[config.mk]
export PLATFORM = sky130hd
export DESIGN_NAME = mrm_cmp
export DESIGN_NICKNAME = d
export VERILOG_FILES = /design/src/rtl/mrm_pkg.sv /design/src/rtl/mrm_cmp.sv
export SDC_FILE = /design/constraint.sdc
export NUM_CORES = 1
export LEC_CHECK = 0
export BUFFER_PORTS_ARGS = -buffer_cell sky130_fd_sc_hd__buf_4
export CAP_MARGIN = 0
export CELL_PAD_IN_SITES_DETAIL_PLACEMENT = 0
export CELL_PAD_IN_SITES_GLOBAL_PLACEMENT = 1
export CORE_MARGIN = 3
export CORE_UTILIZATION = 37
export DETAILED_ROUTE_END_ITERATION = 7
export PLACE_DENSITY = 0.95
export SYNTH_ARGS = -nofsm -noshare
export SYNTH_HDL_FRONTEND = slang
export SYNTH_SLANG_ARGS = --single-unit
[constraint.sdc]
create_clock -name vclk -period 7.74
set_input_delay 1.548 -clock vclk [all_inputs]
set_output_delay 1.548 -clock vclk [all_outputs]
set_load 0.03 [all_outputs]
[src/rtl/mrm_pkg.sv]
`default_nettype none

package mrm_pkg;

    // table geometry
    localparam int ENTRIES     = 16;
    localparam int NUM_MAPS    = 3;
    localparam int ADDR_BITS   = 32;
    localparam int HANDLE_BITS = 16;
    localparam int IDX_BITS    = $clog2(ENTRIES);
    localparam int CNT_BITS    = $clog2(ENTRIES + 1);
    localparam int MAP_BITS    = 2;
    localparam int RAM_DEPTH   = NUM_MAPS * (2 ** IDX_BITS);
    localparam int RAM_AW      = MAP_BITS + IDX_BITS;

    // request commands
    localparam logic [1:0] CMD_CLEAR  = 2'd0;
    localparam logic [1:0] CMD_ATTACH = 2'd1;
    localparam logic [1:0] CMD_LOOKUP = 2'd2;

    typedef enum logic [2:0] {
        STS_OK         = 3'd0,
        STS_ZERO_SIZE  = 3'd1,
        STS_BAD_MASK   = 3'd2,
        STS_OVERLAP    = 3'd3,
        STS_FULL       = 3'd4,
        STS_UNMAPPED   = 3'd5,
        STS_MISALIGNED = 3'd6,
        STS_WRAP       = 3'd7
    } t_status;

    typedef enum logic [2:0] {
        S_IDLE,
        S_CHECK,
        S_RD,
        S_CMP,
        S_SHIFT_RD,
        S_SHIFT_WR,
        S_INSERT,
        S_DONE
    } t_state;

    typedef struct packed {
        logic [1:0]             command;
        logic [2:0]             access_mask;
        logic [1:0]             map_select;
        logic [2:0]             level;
        logic [7:0]             space;
        logic [ADDR_BITS-1:0]   address;
        logic [31:0]            size;
        logic [HANDLE_BITS-1:0] target_handle;
    } t_req;

    typedef struct packed {
        t_status                status;
        logic                   hit;
        logic [3:0]             entry_index;
        logic [ADDR_BITS-1:0]   offset;
        logic [7:0]             hit_space;
        logic [2:0]             hit_level;
        logic [HANDLE_BITS-1:0] hit_handle;
    } t_rsp;

    // one stored region
    typedef struct packed {
        logic [2:0]             level;
        logic [7:0]             space;
        logic [ADDR_BITS-1:0]   base;
        logic [ADDR_BITS-1:0]   bound;
        logic [HANDLE_BITS-1:0] handle;
    } t_entry;

    // compare unit results for one stored region
    typedef struct packed {
        logic                 ahead;
        logic                 overlap;
        logic                 contains;
        logic [ADDR_BITS-1:0] offset;
    } t_cmp;

endpackage

`default_nettype wire

[src/rtl/mrm_cmp.sv]
`default_nettype none

module mrm_cmp (
    input  wire mrm_pkg::t_entry                i_entry,
    input  wire logic [2:0]                     i_level,
    input  wire logic [mrm_pkg::ADDR_BITS-1:0]  i_addr,
    input  wire logic [mrm_pkg::ADDR_BITS-1:0]  i_end,
    output mrm_pkg::t_cmp                       o_cmp
);

    // stored region sorts ahead of the new one
    assign o_cmp.ahead = (i_entry.level < i_level) ||
                         ((i_entry.level == i_level) && (i_entry.bound < i_addr));

    // same level region starting at or below the new last byte
    assign o_cmp.overlap = (i_entry.level == i_level) && (i_entry.base <= i_end);

    // whole access inside the stored region
    assign o_cmp.contains = (i_addr >= i_entry.base) && (i_end <= i_entry.bound);

    assign o_cmp.offset = i_addr - i_entry.base;

endmodule

`default_nettype wire

# Yosys cells after proc, flatten, opt, wreduce, memory -nomap -nowiden
# Index checks and enable logic that the tools add are counted.
# word_totals
ff_bits	0
in_bits	158
word_cells	11
output_inout_bits	35
# op_classes
n_lt_le_gt_ge	5
n_addsub	1
eq_ne	1
n_reduce_logical	4
# op_table
operator	n
$le 32x32->1	2
$ge 32x32->1	1
$lt 32x32->1	1
$sub 32x32->32	1
$eq 3x3->1	1
$logic_and 1x1->1	3
$lt 3x3->1	1
$logic_or 1x1->1	1

# Longest topological paths before layout
# Gate-level depths: netlist (run 1).
# depth
ltp_word	3
depth_mapped	12
mapped_depth_nobuf	12

# Least setup slack after synthesis (run 1)
# No wires, ideal clock.
# synth_path
path_kind	in2out
start	input i_addr[0] (netlist bit)
end	output o_cmp[30] (netlist bit)
arrival_time_ns	3.983
path_slack_ns	2.209
path_stages	12
n_path_buf	0
required_time_ns	6.192
path_cell_list	inv_1 > ha_1 > fa_1 > nor2b_1 > o21ai_2 > a21boi_2 > o41ai_4 > o31ai_2 > a21oi_2 > nor2_1 > a311oi_2 > xnor2_1
# synth_lines
item	line	rtl
from (decl)	mrm_cmp.sv:6	input wire logic [mrm_pkg::ADDR_BITS-1:0] i_addr,
to (decl)	mrm_cmp.sv:8	output mrm_pkg::t_cmp o_cmp

==> qor.txt, run 1 <==
status -> finished clean
most frequent cells in the layout -> buf_4, inv_1, ha_1, a21o_1, a21oi_1
worst path bufs/invs -> 2
CP Max Fanout -> 4
maxcap violations -> 0
Starting DRT DRC Count -> 162
crit path from -> i_entry[48]
Worst path top cell family by delay -> compound AO/OA/AOI/OAI gates
Final setup viols -> 0
Crit Path Class -> in -> out
worst rel slew slack -> 55.49%
mapped cell area -> 4337 um2
Slew Viols, Final -> 0
Worst EP arrival -> 4270 ps
Startpoint Class -> input port
die height -> 114.3 um
Mapped Cells -> 602
Routed WL -> 13.44 mm
final net count -> 1,049
hold slack -> 3539 ps
largest net degree at the start of global routing -> 10
layout cells sized above 1 -> 24.41%
FP Rows -> 38
PwrDens -> 85.94 nW/um2
slowest cell on the critical path -> o31ai_2
Seq cells -> 0
# IOs -> 193
Worst-Margin Slew -> 661.5 ps
DR vias/cell -> 5.174
Syn Nets -> 891
die footprint -> 13,060 um2
buffers added on ports -> 169
Lkg Pwr -> 0.003477 uW
core area -> 11,130 um2
router iterations before antenna repair -> 5
CTS Hold Bufs -> 0
register area -> 0 um2
Overall Global Routing Usage -> 19.92%
# diodes -> 0
Worst Setup End Kind -> primary output
Congestion Overflow GR -> 0
initial antenna violation count -> 0
Post-DRT Antenna Nets -> 0
final core area utilization -> 51.39%
HP Start -> i_entry[90]
pre-CTS WS -> 1955 ps
PnR worst setup slack -> 1923 ps
clock buf count -> 0
TNS Setup -> 0 ps
Post-CTS Setup Inserts -> 0
CTS resizes -> 0
CP dominant cell by count -> buf_4
Post-DP HPWL -> 12.45 mm
DR vias -> 4,646
DIE WIDTH -> 114.3 um
first-pass GRT wire length -> 21.67 mm
critical path cell sequence -> buf_4, ha_1, fa_1, nor2b_1, o21ai_2, a21boi_2, o41ai_4, o31ai_2, a21oi_2, nor2_1, a311oi_2, xnor2_1, buf_4
Initial Utilization -> 38.98%
Tot Pwr -> 491.4 uW
DR DRC count -> 0
Max Fclk -> 0.1719 GHz
period utilization -> 75.16%
sequential-to-total area share from yosys stat -> 0%
warnings from Yosys -> 0
final hold vios -> 0
clock period minus worst slack -> 5817 ps
RSZ-0062 raised after global routing -> false
Worst Path Required -> 6190 ps
DR WL/cell -> 14.97 um
most common cell after layout, fill and taps aside -> buf_4
Yosys cell types -> 57
syn_area_per_cell -> 7.204 um2
Max IR drop VDD -> 0.06347 mV
CP max stage delay -> 440 ps
area grow syn2layout -> 31.85%
worst hold path type -> in -> out
GPL Wtd Cong -> 0.8943
vias in the first global route -> 4,618
## cell usage after synthesis, drive strengths merged (2+ instances only)
master	n	area (um2)
inv	140	525.5
nand4	26	162.7
nor2b	11	68.82
nand3	12	65.06
a21oi	47	242.7
o21a	9	67.56
xnor2	22	192.7
nor3	8	40.04
a31oi	10	62.56
a21boi	2	18.77
o31ai	4	35.03
o21bai	6	48.80
clkbuf	6	22.52
o211ai	4	30.03
ha	130	1627
and4	3	26.28
or3	4	25.02
nand2	14	55.06
a21o	53	397.9
nand2b	8	50.05
nor4	3	18.77
a211oi	5	42.54
o21ai	23	118.9
nor2	16	60.06
a31o	2	17.52
xor2	6	52.55
a211o	2	17.52
buf	7	40.03
and3	4	30.03
## worst paths after layout
check                    to  slack (ps)  depth (start not counted)
setup / recovery  o_cmp[30]        1920                         13
hold / removal    o_cmp[34]        3540                          4
## metrics by stage
| stage | area [um2] | instances |
|---|---|---|
| 2_1_floorplan | 4337 | 602 |
| 3_3_place_gp | 5718 | 898 |
| 3_5_place_dp | 5718 | 898 |
| 4_1_cts | 5718 | 898 |
| 5_1_grt | 5718 | 898 |
| 6_report | 5718 | 898 |
## metal layers
metal  up-vias  global-route usage (%)  wire length [um]
met1      2090                   27.34              6035
met5         -                       0                 0
met2       117                   35.71              6603
met4         0                   1.267               119
met3         6                   1.321               680
li1       2433                       -                 -
## cell type report
cell class / count / area, um2
Tap cell: 140 / 175.2
Fill cell: 1129 / 5408
Multi-Input combinational cell: 449 / 3749
Timing Repair Buffer: 169 / 1269
Inverter: 140 / 525.5
## logic make-up (layout without fill, tap and decap cells)
logic type                 after synthesis  in the layout  share of synthesized area (%)
xor gates and xnor gates                28             28                          5.655
and+or+nand+nor                        113            113                          14.60
buffers and inverters                  153            309                          13.56
adders and majority gates              131            131                          37.97
AOI/OAI and AO/OA                      177            177                          28.22
## power by group
part           switching [uW]  internal [uW]
clock                       0              0
combinational             276            215
sequential                  0              0
No activity file was read; power rests on OpenSTA's default activity.
==> inputs of run 2 (changes only) <==
- CORE_UTILIZATION: 37 -> 35
- PLACE_DENSITY: 0.95 -> 0.94
- clock period: 7.74 -> 5.5 ns (I/O delays scaled with it)
==> qor.txt, run 2 (synthesis results as in run 1) <==
status -> finished clean (unchanged)
Seq cells -> 0 (unchanged)
buffers added on ports -> 169 (unchanged)
FP Rows -> 40 (was 38)
TNS Setup -> 0 ps (unchanged)
area grow syn2layout -> 32.66% (was 31.85%)
vias in the first global route -> 4,516 (was 4,618)
most frequent cells in the layout -> buf_4, inv_1, ha_1, a21o_1, a21oi_1 (unchanged)
Overall Global Routing Usage -> 18.22% (was 19.92%)
final net count -> 1,049 (unchanged)
Slew Viols, Final -> 0 (unchanged)
RSZ-0062 raised after global routing -> false (unchanged)
Starting DRT DRC Count -> 148 (was 162)
die height -> 117.3 um (was 114.3 um)
Placed Cells -> 926 (was 898)
largest net degree at the start of global routing -> 10 (unchanged)
critical path cell sequence -> buf_4, ha_1, fa_1, nor2b_1, o21ai_2, a21boi_2, o41ai_4, o31ai_2, a21oi_2, nor2_1, a311oi_2, xnor2_1, buf_4 (unchanged)
Startpoint Class -> input port (unchanged)
Max IR drop VDD -> 0.08767 mV (was 0.06347 mV)
router iterations before antenna repair -> 4 (was 5)
CTS Hold Bufs -> 0 (unchanged)
Post-DP HPWL -> 11.90 mm (was 12.45 mm)
Crit Path Class -> in -> out (unchanged)
PwrDens -> 119.7 nW/um2 (was 85.94 nW/um2)
maxcap violations -> 0 (unchanged)
Worst EP arrival -> 3890 ps (was 4270 ps)
# diodes -> 0 (unchanged)
DR vias -> 4,554 (was 4,646)
GPL Wtd Cong -> 0.8798 (was 0.8943)
Max Fclk -> 0.2002 GHz
initial antenna violation count -> 0 (unchanged)
CP Max Fanout -> 4 (unchanged)
DR vias/cell -> 4.918 (was 5.174)
Initial Utilization -> 35.95% (was 38.98%)
clock period minus worst slack -> 4995 ps
DR WL/cell -> 14.02 um (was 14.97 um)
Worst-Margin Slew -> 623.4 ps (was 661.5 ps)
clock buf count -> 0 (unchanged)
DR DRC count -> 0 (unchanged)
Post-DRT Antenna Nets -> 0 (unchanged)
final hold vios -> 0 (unchanged)
area post-placement -> 5753 um2 (was 5718 um2)
Worst Path Required -> 4400 ps (was 6190 ps)
Final setup viols -> 0 (unchanged)
DIE WIDTH -> 117.3 um (was 114.3 um)
Post-CTS Setup Inserts -> 0 (unchanged)
Routed WL -> 12.98 mm (was 13.44 mm)
# IOs -> 193 (unchanged)
worst hold path type -> in -> out (unchanged)
Tot Pwr -> 688.8 uW (was 491.4 uW)
Lkg Pwr -> 0.003477 uW (unchanged)
fin area -> 5753 um2 (was 5718 um2)
Congestion Overflow GR -> 0 (unchanged)
core area -> 12,060 um2 (was 11,130 um2)
die footprint -> 13,760 um2 (was 13,060 um2)
first-pass GRT wire length -> 21.49 mm (was 21.67 mm)
Worst Setup End Kind -> primary output (unchanged)
register area -> 0 um2 (unchanged)
CP dominant cell by count -> buf_4 (unchanged)
layout cells sized above 1 -> 24.41% (unchanged)
most common cell after layout, fill and taps aside -> buf_4 (unchanged)
CP max stage delay -> 500 ps (was 440 ps)
worst rel slew slack -> 58.06% (was 55.49%)
Post-Layout Cell Count -> 926 (was 898)
period utilization -> 90.81%
CTS resizes -> 0 (unchanged)
slowest cell on the critical path -> o31ai_2 (unchanged)
run 2: cell counts in the layout (fill, tap and decap cells not counted):
Identical to the previous run, type by type.
run 2: final timing paths:
| kind | cells after the start | start | endpoint | slack (ps) |
|---|---|---|---|---|
| hold / removal | 4 | i_entry[90] | o_cmp[34] | 2650 |
| setup / recovery | 13 | i_entry[48] | o_cmp[30] | 510 |
run 2: cell type report:
class,instances,area (um2)
multi-input combinational,449,3749
fill,1274,6309
inverter,140,525.5
timing repair buffer,169,1269
tap,168,210.2
run 2: per-layer routing:
| metal | track usage, % | share of wire, % |
|---|---|---|
| met1 | 24.90 | 48 |
| met5 | 0 | 0 |
| met2 | 31.43 | 46 |
| met3 | 2.314 | 4.8 |
| met4 | 2.493 | 1.5 |
run 2: metrics by stage:
stage,hold WS (ps),setup slack (ps),util (%)
floorplan,2448,865.1,-
global placement,2641,583.4,47.70
detailed placement,2645,557.1,47.70
CTS,2648,537.1,47.70
global route,2666,409.1,47.70
finish,2647,505.2,47.70
run 2: worst max-delay path, delay by kind of cell:
family          cells  cell delay [ps]
fa+ha+maj           2              630
simple gates        2              380
buf+inv             2              300
compound gates      6             1280
xor+xnor            1              190
run 2: where the power goes:
part,switching (uW),leakage (uW),internal [uW]
logic,386,0.00348,302
registers,0,0,0
clock network,0,0,0
==> inputs of run 3 (changes only) <==
- RECOVER_POWER: default -> 100
==> qor.txt, run 3 (synthesis results as in run 1) <==
DR vias/cell -> 4.925 (was 4.918)
cell internal pwr -> 266.1 uW (was 302.4 uW)
Final setup viols -> 0 (unchanged)
Worst Path Required -> 4400 ps (about the same)
Congestion Overflow GR -> 0 (unchanged)
area grow syn2layout -> 29.95% (was 32.66%)
Post-DP HPWL -> 11.90 mm (unchanged)
maxcap violations -> 0 (unchanged)
Starting DRT DRC Count -> 147 (was 148)
final net count -> 1,049 (unchanged)
final hold vios -> 0 (unchanged)
Switching Fraction -> 59.05% (was 56.10%)
first-pass GRT wire length -> 21.49 mm (unchanged)
Routed WL -> 12.97 mm (was 12.98 mm)
sequential power share -> 0% (about the same)
Lkg Pwr -> 0.003370 uW (was 0.003477 uW)
most frequent cells in the layout -> buf_4, inv_1, ha_1, a21o_1, a21oi_1 (unchanged)
Sw Pwr -> 383.7 uW (was 386.4 uW)
fillers -> 1,299 (was 1,274)
logic gate share of total power -> 100.0% (about the same)
core area -> 12,060 um2 (unchanged)
layout cells sized above 1 -> 20.32% (was 24.41%)
Post-Layout Cell Count -> 926 (unchanged)
# diodes -> 0 (unchanged)
die footprint -> 13,760 um2 (unchanged)
worst hold path type -> in -> out (unchanged)
register area -> 0 um2 (unchanged)
clock buf count -> 0 (unchanged)
FP Rows -> 40 (unchanged)
CTS Hold Bufs -> 0 (unchanged)
DIE WIDTH -> 117.3 um (unchanged)
crit path from -> i_entry[48] (unchanged)
CP Max Fanout -> 4 (unchanged)
DR vias -> 4,561 (was 4,554)
Worst Setup End Kind -> primary output (unchanged)
router iterations before antenna repair -> 4 (unchanged)
initial antenna violation count -> 0 (unchanged)
clock period minus worst slack -> 5197 ps (was 4995 ps)
Startpoint Class -> input port (unchanged)
Crit Path Class -> in -> out (unchanged)
die height -> 117.3 um (unchanged)
Tot Pwr -> 649.9 uW (was 688.8 uW)
Post-CTS Setup Inserts -> 0 (unchanged)
clock share of power -> 0% (about the same)
Setup crit end -> o_cmp[30] (unchanged)
Overall Global Routing Usage -> 18.22% (unchanged)
PwrDens -> 115.3 nW/um2 (was 119.7 nW/um2)
buffers added on ports -> 169 (unchanged)
most common cell after layout, fill and taps aside -> buf_4 (unchanged)
Worst-Margin Slew -> 624.5 ps (was 623.4 ps)
status -> finished clean (unchanged)
largest net degree at the start of global routing -> 10 (unchanged)
Worst EP arrival -> 4100 ps (was 3890 ps)
DR DRC count -> 0 (unchanged)
multi-input combinational cell area -> 3736 um2 (was 3749 um2)
# IOs -> 193 (unchanged)
GPL Wtd Cong -> 0.8798 (unchanged)
TNS Setup -> 0 ps (unchanged)
worst rel slew slack -> 57.98% (was 58.06%)
period utilization -> 94.49% (was 90.81%)
Placed Cells -> 926 (unchanged)
Initial Utilization -> 35.95% (unchanged)
RSZ-0062 raised after global routing -> false (unchanged)
vias in the first global route -> 4,516 (unchanged)
CTS resizes -> 0 (unchanged)
DR WL/cell -> 14.01 um (was 14.02 um)
Post-DRT Antenna Nets -> 0 (unchanged)
Seq cells -> 0 (unchanged)
Max IR drop VDD -> 0.07596 mV (was 0.08767 mV)
Max Fclk -> 0.1924 GHz (was 0.2002 GHz)
Slew Viols, Final -> 0 (unchanged)
[run 3: cell types whose count changed in the layout (fill, tap and decap cells not counted), moves of 2 or more]
cell,delta
buf_4,-28
o21ai_1,-2
o21ai_0,+2
clkbuf_1,+28
[run 3: metrics by stage]
stage	cell area (um2)	hold WS, ps	setup slack [ps]	utilization [%]
final	5635	2686	303.0	46.72
after global routing	5635	2710	210.7	46.72
after CTS	5753	2648	537.1	47.70
after detailed placement	5753	2645	557.1	47.70
after global placement	5753	2641	583.4	47.70
after floorplan	4337	2448	865.1	-
[run 3: metal layers]
layer / vias to the layer above / GRT usage, % / routed length, um
met5: - / 0 / 0
met4: 0 / 2.493 / 194
met3: 12 / 2.314 / 714
met2: 120 / 31.43 / 5934
met1: 1996 / 24.90 / 6125
li1: 2433 / - / -
[run 3: critical path, stage by stage]
cell and delay, ps:
buf_4 110, ha_1 220, fa_1 410, nor2b_1 160, o21ai_2 80, a21boi_2 260
o41ai_4 150, o31ai_2 460, a21oi_1 230, nor2_1 240, a311oi_2 130, xnor2_1 180
clkbuf_1 350
[run 3: worst min-delay path by stage]
stage | end | depth (start not counted) | startpoint
floorplan | o_cmp[0] | 2 | i_entry[48]
CTS | o_cmp[34] | 4 | i_entry[90]
detailed placement | o_cmp[34] | 4 | i_entry[90]
global route | o_cmp[34] | 4 | i_entry[90]
global placement | o_cmp[0] | 4 | i_entry[48]
finish | o_cmp[34] | 4 | i_entry[90]
[run 3: layout make-up]
| class | instances | share of cell area (%) |
|---|---|---|
| inverter | 140 | 9.325 |
| timing repair buffer | 169 | 20.65 |
| multi-input combinational | 449 | 66.30 |
| tap | 168 | 3.730 |
[run 3: power by group through the flow]
stage	clock network [uW]	registers (uW)	logic, uW
after global placement	0	0	683
after global routing	0	0	724
after floorplan	0	0	431
after detailed placement	0	0	687
final	0	0	650
after CTS	0	0	692
