[config.mk]
export PLATFORM = sky130hd
export DESIGN_NAME = mrm_ram
export DESIGN_NICKNAME = d
export VERILOG_FILES = /design/src/rtl/mrm_ram.sv
export SDC_FILE = /design/constraint.sdc
export NUM_CORES = 1
export LEC_CHECK = 0
export BUFFER_PORTS_ARGS = -buffer_cell sky130_fd_sc_hd__buf_2
export CAP_MARGIN = 40
export CORE_UTILIZATION = 35
export CTS_CLUSTER_DIAMETER = 60
export DETAILED_ROUTE_END_ITERATION = 12
export RECOVER_POWER = 100
export SYNTH_ARGS = -nofsm -noshare
export SYNTH_HDL_FRONTEND = slang
export SYNTH_SLANG_ARGS = --single-unit
export TNS_END_PERCENT = 50
[constraint.sdc]
create_clock -name i_clk -period 1.8 [get_ports i_clk]
set_clock_uncertainty 0.2 [all_clocks]
set_input_delay 0.18 -clock i_clk [delete_from_list [all_inputs] [get_ports i_clk]]
set_output_delay 0.18 -clock i_clk [all_outputs]
set_load 0.005 [all_outputs]
[src/rtl/mrm_ram.sv]
`default_nettype none

module mrm_ram #(
    parameter int WIDTH = 8,
    parameter int DEPTH = 16
) (
    input  wire logic                     i_clk,
    input  wire logic                     i_we,
    input  wire logic [$clog2(DEPTH)-1:0] i_waddr,
    input  wire logic [WIDTH-1:0]         i_wdata,
    input  wire logic                     i_re,
    input  wire logic [$clog2(DEPTH)-1:0] i_raddr,
    output logic      [WIDTH-1:0]         o_rdata
);

    logic [WIDTH-1:0] mem [DEPTH];

    // one write port, one registered read port
    always_ff @(posedge i_clk) begin
        if (i_we) begin
            mem[i_waddr] <= i_wdata;
        end
        if (i_re) begin
            o_rdata <= mem[i_raddr];
        end
    end

endmodule

`default_nettype wire

; Yosys cells after proc, flatten, opt, wreduce, memory -nomap -nowiden
; Memory sizes are Yosys's and may differ from the RTL's. A register that Yosys moved wholly into a read port is not among the register bits.
; Index checks and enable logic that the tools add are counted.
[classes]
muxes = 2
[op_table]
columns = cell, n
row1 = 2-to-1 mux 1 bit, 2
[totals]
ff_bits = 0
mem_bits_rw = 128
inputBits = 19
out_inout_bits = 8
elab_cells = 3
mem_count = 1
[memory_table]
columns = memory, words, word_bits, rd, rd_clocked_by_memory_dff, write_ports, line
row1 = mem, 16, 8, 1, 1, 1, 16  ; logic [WIDTH-1:0] mem [DEPTH];

; Logic depth before layout (Yosys ltp)
; Gate-level depths: netlist (run 1).
[depth]
word_depth = 2
mapped_depth = 5
mapped_depth_nobuf = 3

; Worst setup path after synthesis (run 1)
; OpenSTA, ideal clock, no wires.
[synth_timing]
kind = input port to flip-flop
from = in i_waddr[2]
to = mem mem[0][0], enable pin
setup_time_ns = 0.383
t_arrival_ns = 1.290
required_ns = 1.217
slack_ns = -0.073
cell_stages = 2
path_buffers = 0
path_cell_list = or3b_2 -> nor3_1
[synth_lines]
columns = item, line
row1 = "start, declared", 9  ; input wire logic [$clog2(DEPTH)-1:0] i_waddr,
row2 = "end, declared", 16
; No word-level cell before the write port.

==> impl_metrics.csv, run 1 <==
group,metric,value,unit
final_layout,antenna_cells,0,
worst_setup_path,timing.rr.end,"o_rdata[1]",
floorplanning,coreArea,14530,µm²
timing,setup_viol,0,
timing,rsz0062_at_grt,"no",
worst_setup_path,crit_start,"mem[9][1]",
grt,grt_pass1_vias,2705,
status,status,"finished, final reports clean",
floorplanning,num_rows,44,
floorplanning,ioPinCount,27,
drt,routedWlPerCell,21.27,µm
drt,drc,0,
synth,yosysSeqAreaShare,78.12,%
cts,cts_sinks,136,
grt,grt_max_degree,20,
final_layout,area_growth,20.56,%
timing,slew_headroom,36.73,%
cts,clockBufferDepth,2,
worst_setup_path,rr_worst_depth,3,
floorplanning,die_area,15430,µm²
final_layout,drive_gt1_share,18.61,%
synth,syn-num-nets,248,
final_layout,layout.nets,326,
synth,ys_warn_count,0,
pwr,vdd_drop_max,0.0005818,V
cts,htreeDepth,4,
synth,ys_ff_latch,136,
grt,antenna_found_initial,0,
synth,synth_area_leader_cell,"edfxtp_1",
worst_setup_path,startpoint_type,"register",
final_layout,layout_commonest_cell,"edfxtp_1",
cts,cts_tree,"yes",
final_layout,multi_input_area,1062,µm²
placed_design,hpwl,6.843,mm
floorplanning,floorplan.initialDensity,35.97,%
synth,yosysTopAreaCellShare,78.12,%
final_layout,layout_common_cells,"136 x edfxtp_1, 47 x clkbuf_1, 18 x mux4_2",
drt,wl,10.66,mm
worst_setup_path,crit_required,1750,ps
timing,fin_crit_sh,96.85,%
pwr,power_leakage,2.042,nW
floorplanning,die_x,124.2,µm
worst_setup_path,path_class,"reg -> reg",
timing,whs,128.5,ps
synth,syn_area_per_cell,22.83,µm²
pwr,p_per_area,1101,nW/µm²
final_layout,area.sequential,4084,µm²
timing,timing.fmax,573.6,MHz
drt,drt_iter0_drc,159,
cts,clockRootBuffer,"clkbuf_16",
worst_setup_path,worstPathArrival,1690,ps
timing,fin_crit,1743,ps
hold_path,hp-class,"in -> reg",
grt,grt_pass1_wl,16.22,mm
run,cap_viol_max_count,0,
drt,drt-vias-per-instance,5.160,
worst_setup_path,reg2reg_slack,60,ps
final_layout,final_util,43.36,%
placed_design,dp_cells,463,
cts,insertion_delay,410,ps
worst_setup_path,r2r_start,"mem[9][1]",
timing,drv_slew,0,
timing,worst_slew_pin_slew,945.5,ps
cts,cts_buffers,17,
synth,synth_cells,229,
grt,grt-ovfl-total,0,
worst_setup_path,worstPathMaxFanout,1,
drt,drtPass1Iterations,5,
cts,clkTransAtPathRegs,60,ps
placed_design,place_congestion,0.7163,
timing,hold_viol_final,0,
worst_setup_path,cp-endpoint,"o_rdata[1]",
placed_design,port_buffers,26,
grt,grt_usage,14.70,%
drt,ant_nets,0,
floorplanning,fp.dieH,124.2,µm
drt,vias,2585,
synth,synthTopCellsByArea,"edfxtp_1 78%, mux4_2 7.8%, mux4_1 7.0%, a22oi_1 2.3%, nor2_1 0.93%",
final_layout,fill_cells,1309,
synth,netlist_area,5228,µm²
final_layout,final_cells,501,
synth,synth_cell_types,18,
worst_setup_path,crit_path_end_kind,"register",
-- logic make-up after synthesis --
kind of cell | after synthesis | share of synthesized area, %
flip-flops | 136 | 78.12
multiplexers | 32 | 14.79
AND/OR/NAND/NOR | 35 | 3.136
buffers and inverters | 10 | 1.651
AO/OA/AOI/OAI | 16 | 2.298
-- layer usage --
| metal | vias to the layer above | wire length, µm | GRT usage, % |
|---|---|---|---|
| li1 | 1136 | - | - |
| met2 | 89 | 4937 | 22.33 |
| met5 | - | 0 | 0 |
| met3 | 10 | 678 | 4.440 |
| met1 | 1350 | 4924 | 20.45 |
| met4 | 0 | 115 | 4.252 |
-- where the power goes --
part / total, mW / leakage, nW / internal (mW) / switching (mW)
clock: 2.98 / 0.246 / 1.85 / 1.13
sequential: 3.60 / 1.24 / 3.57 / 0.0211
combinational: 0.358 / 0.559 / 0.161 / 0.197
total: 6.94 / 2.04 / 5.58 / 1.35
-- what timing repair did --
item	CTS	global route
hold endpoints to repair	136	0
hold buffers	9	0
endpoints found under the setup margin	0	1
setup buffers	0	0
gates resized for setup	0	1
-- through the flow --
step                instance area [µm²]  TNS, ps  power [mW]  worst slack, ps
finish                             6302        0       6.936            56.65
floorplan                          5233        0       3.829            137.6
global route                       6302        0       7.162            6.569
CTS                                6415        0       7.015            43.78
global placement                   5824   -802.5       4.005           -167.0
detailed placement                 5824   -837.7       4.017           -160.5
-- synthesized netlist by cell type --
cell type and n:
buf_2 3, and2_1 1, nand3b_1 2, nand2_1 9, nor3_1 4, nand2b_1 2
buf_4 1, nand3_1 1, buf_6 3, nor2_1 13, and2b_1 1, clkdlybuf4s25_2 3
mux4_2 18, mux4_1 14, a22oi_1 16, edfxtp_1 136, nor2b_1 1, or3b_2 1
-- layout make-up --
class	instances	area share (%)
Clock buffer	22	7.048
Tap cell	184	3.653
Timing Repair Buffer	69	6.750
Clock inverter	7	0.8934
Sequential cell	136	64.80
Multi-Input combinational cell	83	16.86
-- critical path, cell delays in order (launching register included) --
cell	delay, ps
edfxtp_1	370
mux4_1	530
a22oi_1	310
nand2_1	80
-- flip-flops by register name (all words and copies together) (netlist names) --
signal	cells
mem	128
o_rdata	8
-- worst min path at each step --
stage	start	endpoint	slack, ps	cells past startpoint
global placement	i_re	o_rdata[3]	360	1
floorplan	i_wdata[0]	mem[0][0]	80	0
finish	i_waddr[1]	mem[0][2]	130	3
global route	i_waddr[1]	mem[0][0]	150	3
CTS	i_waddr[0]	mem[0][1]	90	3
detailed placement	i_re	o_rdata[3]	370	1
No activity file was read; power rests on OpenSTA's default activity.
==> inputs of run 2 (changes only) <==
- clock period: 1.8 -> 2.2 ns (I/O delays scaled with it)
==> run 2 against run 1 <==
  * Clock power is essentially flat
  * Utilization up 0.11 points
  * Global-route usage is 0.27 points lower
  * Power fell by 11%
  * Via count down 3.8%
  * Sequential power is 18% lower
  * Sequential share of layout area down 0.17 points
  * Flip-flop and latch count is the same
  * Non-clock buffer count shrank 14
  * Cell count is 2.2% lower
  * Critical endpoint unchanged
==> impl_metrics.csv, run 2 (synthesis gave the netlist of run 1 again) <==
group,metric,value,unit
grt,grt_max_degree,27,
pwr,switching_share,18.88,%
grt,grt_pass1_vias,2572,
worst_setup_path,cp-endpoint,"o_rdata[1]",
drt,drt_iter0_drc,232,
final_layout,largest_reg_flops,128,
timing,setup_viol,0,
worst_setup_path,path_class,"reg -> reg",
worst_setup_path,startpoint_type,"register",
pwr,p_sw,1.170,mW
worst_setup_path,path_cells,"mux4_1, a22oi_1, nand2_1",
drt,routedWlPerCell,21.24,µm
pwr,p_per_area,980.8,nW/µm²
final_layout,antenna_cells,0,
worst_setup_path,max_stage_delay,510,ps
status,status,"finished, final reports clean",
final_layout,regMostFlops,"mem",
timing,worst_slew_pin_slew,741.2,ps
pwr,p_int,5.027,mW
cts,cts.repair.resized,0,
pwr,total_power,6.197,mW
cts,clockBufferDepth,2,
grt,antenna_found_initial,0,
worst_setup_path,worstPathMaxFanout,1,
cts,htreeDepth,4,
drt,drc,0,
drt,wl,10.41,mm
floorplanning,coreArea,14530,µm²
timing,timing.fmax,578.5,MHz
worst_setup_path,worstPathArrival,1680,ps
worst_setup_path,r2r_start,"mem[1][1]",
floorplanning,fp.dieH,124.2,µm
timing,rsz0062_at_grt,"no",
cts,insertion_delay,410,ps
final_layout,drive_gt1_share,19.93,%
cts,clkTransAtPathRegs,50,ps
run,cap_viol_max_count,0,
timing,fin_setup_tns,0,ps
worst_setup_path,crit_path_end_kind,"register",
cts,cts_sinks,136,
grt,grt_pass1_wl,15.77,mm
worst_setup_path,path_depth,3,
pwr,comb_power_share,4.3,%
pwr,seqPwrFrac,47.4,%
placed_design,hpwl,6.818,mm
drt,drt-vias-per-instance,5.076,
pwr,vdd_drop_max,0.0005391,V
grt,grt-ovfl-total,0,
drt,vias,2487,
final_layout,layout.nets,312,
drt,ant_nets,0,
timing,hold_viol_final,0,
hold_path,hp-class,"in -> reg",
final_layout,area.sequential,4084,µm²
final_layout,fill_cells,1277,
grt,grt_usage,14.43,%
worst_setup_path,cp_slowest_cell,"mux4_1",
floorplanning,die_area,15430,µm²
final_layout,multi_input_area,1057,µm²
timing,slew_headroom,50.58,%
timing,drv_slew,0,
timing,fin_crit_sh,78.57,%
cts,cts_buffers,17,
cts,cts_tree,"yes",
worst_setup_path,rr_worst_depth,3,
timing,fin_crit,1729,ps
worst_setup_path,crit_start,"mem[1][1]",
placed_design,place_congestion,0.6990,
placed_design,port_buffers,26,
final_layout,layout_commonest_cell,"edfxtp_1",
floorplanning,floorplan.initialDensity,35.97,%
worst_setup_path,timing.rr.end,"o_rdata[1]",
pwr,pwr-share-clk,48.2,%
floorplanning,die_x,124.2,µm
cts,clockRootBuffer,"clkbuf_16",
final_layout,area_growth,20.87,%
drt,drtPass1Iterations,4,
final_layout,layout_common_cells,"136 x edfxtp_1, 35 x clkbuf_1, 18 x mux4_2",
floorplanning,ioPinCount,27,
final_layout,reg.largest.list,"mem x128, o_rdata x8",
floorplanning,num_rows,44,
worst_setup_path,reg2reg_slack,470,ps
worst_setup_path,crit_family,"multiplexers",
pwr,power_leakage,2.038,nW
worst_setup_path,critPathBufInv,0,
worst_setup_path,crit_required,2150,ps
-- run 2: cell types whose count changed in the layout (fill, tap and decap cells not counted), sizes merged --
cell         before  now
clkbuf           65   52
dlygate4sd3       9    6
clkinvlp          0    5
bufinv            1    5
buf              17   14
clkinv            6    5
-- run 2: through the flow --
stage / instances / hold slack [ps] / utilization, % / instance area, µm² / setup slack, ps
CTS: 490 / 4.493 / 44.07 / 6405 / 462.4
global route: 490 / 198.1 / 43.47 / 6319 / 416.3
finish: 490 / 168.3 / 43.47 / 6319 / 471.5
detailed placement: 452 / 408.7 / 39.30 / 5712 / 182.8
global placement: 452 / 407.8 / 39.30 / 5712 / 195.1
floorplan: 229 / 118.9 / - / 5228 / 287.1
-- run 2: worst min-delay path by stage --
stage	cells past startpoint	slack [ps]	start	endpoint
2_1_floorplan	0	120	i_wdata[0]	mem[0][0]
3_3_place_gp	1	410	i_wdata[1]	mem[5][1]
3_5_place_dp	1	410	i_re	o_rdata[2]
4_1_cts	1	4	i_wdata[4]	mem[5][4]
5_1_grt	1	200	i_wdata[4]	mem[5][4]
6_report	1	170	i_wdata[4]	mem[5][4]
-- run 2: routing by layer --
metal	global-route usage [%]	vias up	part of all wire [%]
met3	3.707	16	6.1
met2	20.54	83	47
met1	20.55	1279	45
li1	-	1109	-
met5	0	-	0
met4	7.087	0	1.8
-- run 2: power groups by stage --
stage / sequential (mW) / combinational, mW / clock, mW
after floorplan: 2.99 / 0.147 / 0
after global placement: 2.99 / 0.273 / 0
after global routing: 2.94 / 0.296 / 3.13
final: 2.94 / 0.269 / 2.99
after detailed placement: 2.99 / 0.278 / 0
after CTS: 2.94 / 0.286 / 3.03
-- run 2: timing repair --
item	CTS	global route
hold endpoints to repair	88	0
endpoints found under the setup margin	0	0
hold buffers	6	0
setup buffers	0	0
-- run 2: area by class of cell --
cell class	instances	share of cell area, %
clock buffer	17	6.733
clock inverter	15	3.287
multi-input combinational	83	16.73
sequential	136	64.63
tap	184	3.644
timing repair buffer	55	4.970
==> inputs of run 3 (changes only) <==
- ABC_AREA: not set -> 1
- clock period: 2.2 -> 1.81 ns (I/O delays scaled with it)
==> run 3 against run 2 <==
  * Routed wire length grew 30%
  * Global-route usage grew 2.2 points
  * Critical path depth shrank 1
  * Non-clock buffer count shrank 2
  * Synthesized cell count grew 140%
  * Via count grew 59%
  * Sequential power grew 22%
  * Sequential share of layout area shrank 4.3 points
  * Utilization shrank 1.5 points
  * Clock-buffer cell count grew 2
  * Critical endpoint is now mem[9][1]
  * Highest routed layer unchanged
==> impl_metrics.csv, run 3 <==
group,metric,value,unit
worst_setup_path,max_stage_delay,640,ps
synth,syn-num-nets,570,
cts,cts_buffers,17,
synth,yosysSeqAreaShare,69.85,%
worst_setup_path,worstPathArrival,1350,ps
status,status,"finished, final reports clean",
worst_setup_path,worstPathMaxFanout,16,
synth,synth_cells,551,
synth,ys_ff_latch,136,
cts,cts.repair.resized,0,
synth,ys_warn_count,0,
final_layout,layout_common_cells,"173 x nand2_1, 136 x edfxtp_1, 100 x inv_1",
hold_path,hp-class,"in -> reg",
timing,worst_slack,358.3,ps
placed_design,pre_cts_ws,203.0,ps
floorplanning,die_x,131.3,µm
placed_design,hpwl,8.526,mm
drt,wl,13.50,mm
final_layout,largest_reg_flops,128,
synth,ys.flop_type,"edfxtp_1",
grt,grt-ovfl-total,0,
timing,drv_slew,0,
cts,clockRootBuffer,"clkbuf_16",
grt,grt_pass1_wl,21.16,mm
cts,cts_tree,"yes",
worst_setup_path,critPathBufInv,2,
floorplanning,die_area,17230,µm²
grt,grt_pass1_vias,3798,
timing,hold_viol_final,0,
pwr,p_per_area,1043,nW/µm²
pwr,power_leakage,2.817,nW
final_layout,reg.largest.list,"mem x128, o_rdata x8",
synth,netlist_area,5847,µm²
drt,routedWlPerCell,16.34,µm
worst_setup_path,path_class,"in -> reg",
cts,cts_sinks,136,
timing,setup_viol,0,
drt,top_layer_used,"met4",
synth,synthTopCellsByArea,"edfxtp_1 70%, nand2_1 11%, nand3_1 8.3%, inv_1 6.4%, buf_6 1.2%",
synth,synth_cell_types,11,
pwr,total_power,7.063,mW
placed_design,place_congestion,0.9081,
timing,fin_setup_tns,0,ps
placed_design,port_buffers,26,
floorplanning,ioPinCount,27,
drt,wl_met1,6.210,mm
worst_setup_path,crit_required,1710,ps
timing,fin_crit,1452,ps
final_layout,antenna_cells,0,
timing,whs,219.3,ps
worst_setup_path,crit_family,"buffers and inverters",
final_layout,area_growth,15.81,%
timing,slew_headroom,32.93,%
synth,yosysTopAreaCellShare,69.85,%
timing,rsz0062_at_grt,"no",
floorplanning,num_rows,46,
run,cap_viol_max_count,0,
grt,grt_max_degree,65,
synth,synth_area_leader_cell,"edfxtp_1",
grt,antenna_found_initial,0,
drt,drt-vias-per-instance,4.793,
timing,worst_slew_pin_slew,1006,ps
floorplanning,coreArea,16120,µm²
cts,hold_buffers,5,
worst_setup_path,crit_path_end_kind,"register",
final_layout,drive_gt1_share,7.213,%
cts,clkTransAtPathRegs,50,ps
pwr,vdd_drop_max,0.0007567,V
synth,async_reset_ff_share,0,%
drt,ant_nets,0,
timing,timing.fmax,688.8,MHz
floorplanning,floorplan.initialDensity,36.28,%
cts,clockBufferDepth,2,
cts,htreeDepth,4,
floorplanning,fp.dieH,131.3,µm
synth,synth_most_common_cell,"nand2_1",
grt,grt_usage,16.64,%
synth,syn_area_per_cell,10.61,µm²
drt,vias,3959,
final_layout,layout.nets,618,
synth,synth_edf_count,136,
cts,postCtsSetupBuffers,0,
drt,wl_met2,6.196,mm
worst_setup_path,cp_slowest_cell,"clkbuf_1",
final_layout,regMostFlops,"mem",
timing,fin_crit_sh,80.21,%
drt,wl_met3,907,µm
worst_setup_path,startpoint_type,"primary input",
drt,drtPass1Iterations,8,
cts,insertion_delay,420,ps
drt,drc,0,
worst_setup_path,path_cells,"dlygate4sd3_1, clkbuf_1",
drt,drt_iter0_drc,439,
synth,yosys-top-cells-count,"173 x nand2_1, 136 x edfxtp_1, 100 x inv_1, 97 x nand3_1, 17 x nor2_1",
final_layout,layout_commonest_cell,"nand2_1",
run 3: power breakdown:
part           internal (mW)  switching [mW]  total (mW)
Sequential              3.55          0.0246        3.58
Combinational          0.126           0.306       0.432
Clock                   1.84            1.21        3.05
run 3: logic make-up (layout without fill, tap and decap cells):
| group | Yosys count | after routing | share of synthesized area, % |
|---|---|---|---|
| buffers and inverters | 126 | 185 | 9.394 |
| AND/OR/NAND/NOR | 289 | 289 | 20.76 |
| flip-flops | 136 | 136 | 69.85 |
run 3: cell type report:
class,count,area (µm²)
Clock buffer,19,432.9
Timing Repair Buffer,53,302.8
Multi-Input combinational cell,289,1214
Sequential cell,136,4084
Tap cell,216,270.3
Inverter,102,382.9
Fill cell,1568,9344
Clock inverter,11,85.08
run 3: path summary, 6_finish.rpt:
kind	start	endpoint	slack (ps)	depth (start not counted)
worst min-delay path	i_raddr[2]	o_rdata[6]	220	5
worst max-delay path	i_wdata[1]	mem[9][1]	360	2
worst max register to register	mem[1][7]	o_rdata[7]	410	6
worst min register to register	mem[4][6]	o_rdata[6]	560	6
run 3: per-stage QoR:
stage          util (%)  instances  area, µm²
2_1_floorplan         -        551       5847
3_5_place_dp      38.99        791       6284
5_1_grt           42.02        826       6771
3_3_place_gp      38.99        791       6284
6_report          42.02        826       6771
4_1_cts           42.52        826       6852
run 3: routing by layer:
metal | vias to the layer above | track usage (%)
met5 | - | 0
met4 | 0 | 6.137
met3 | 18 | 5.363
met2 | 160 | 24.85
met1 | 1907 | 22.54
li1 | 1874 | -
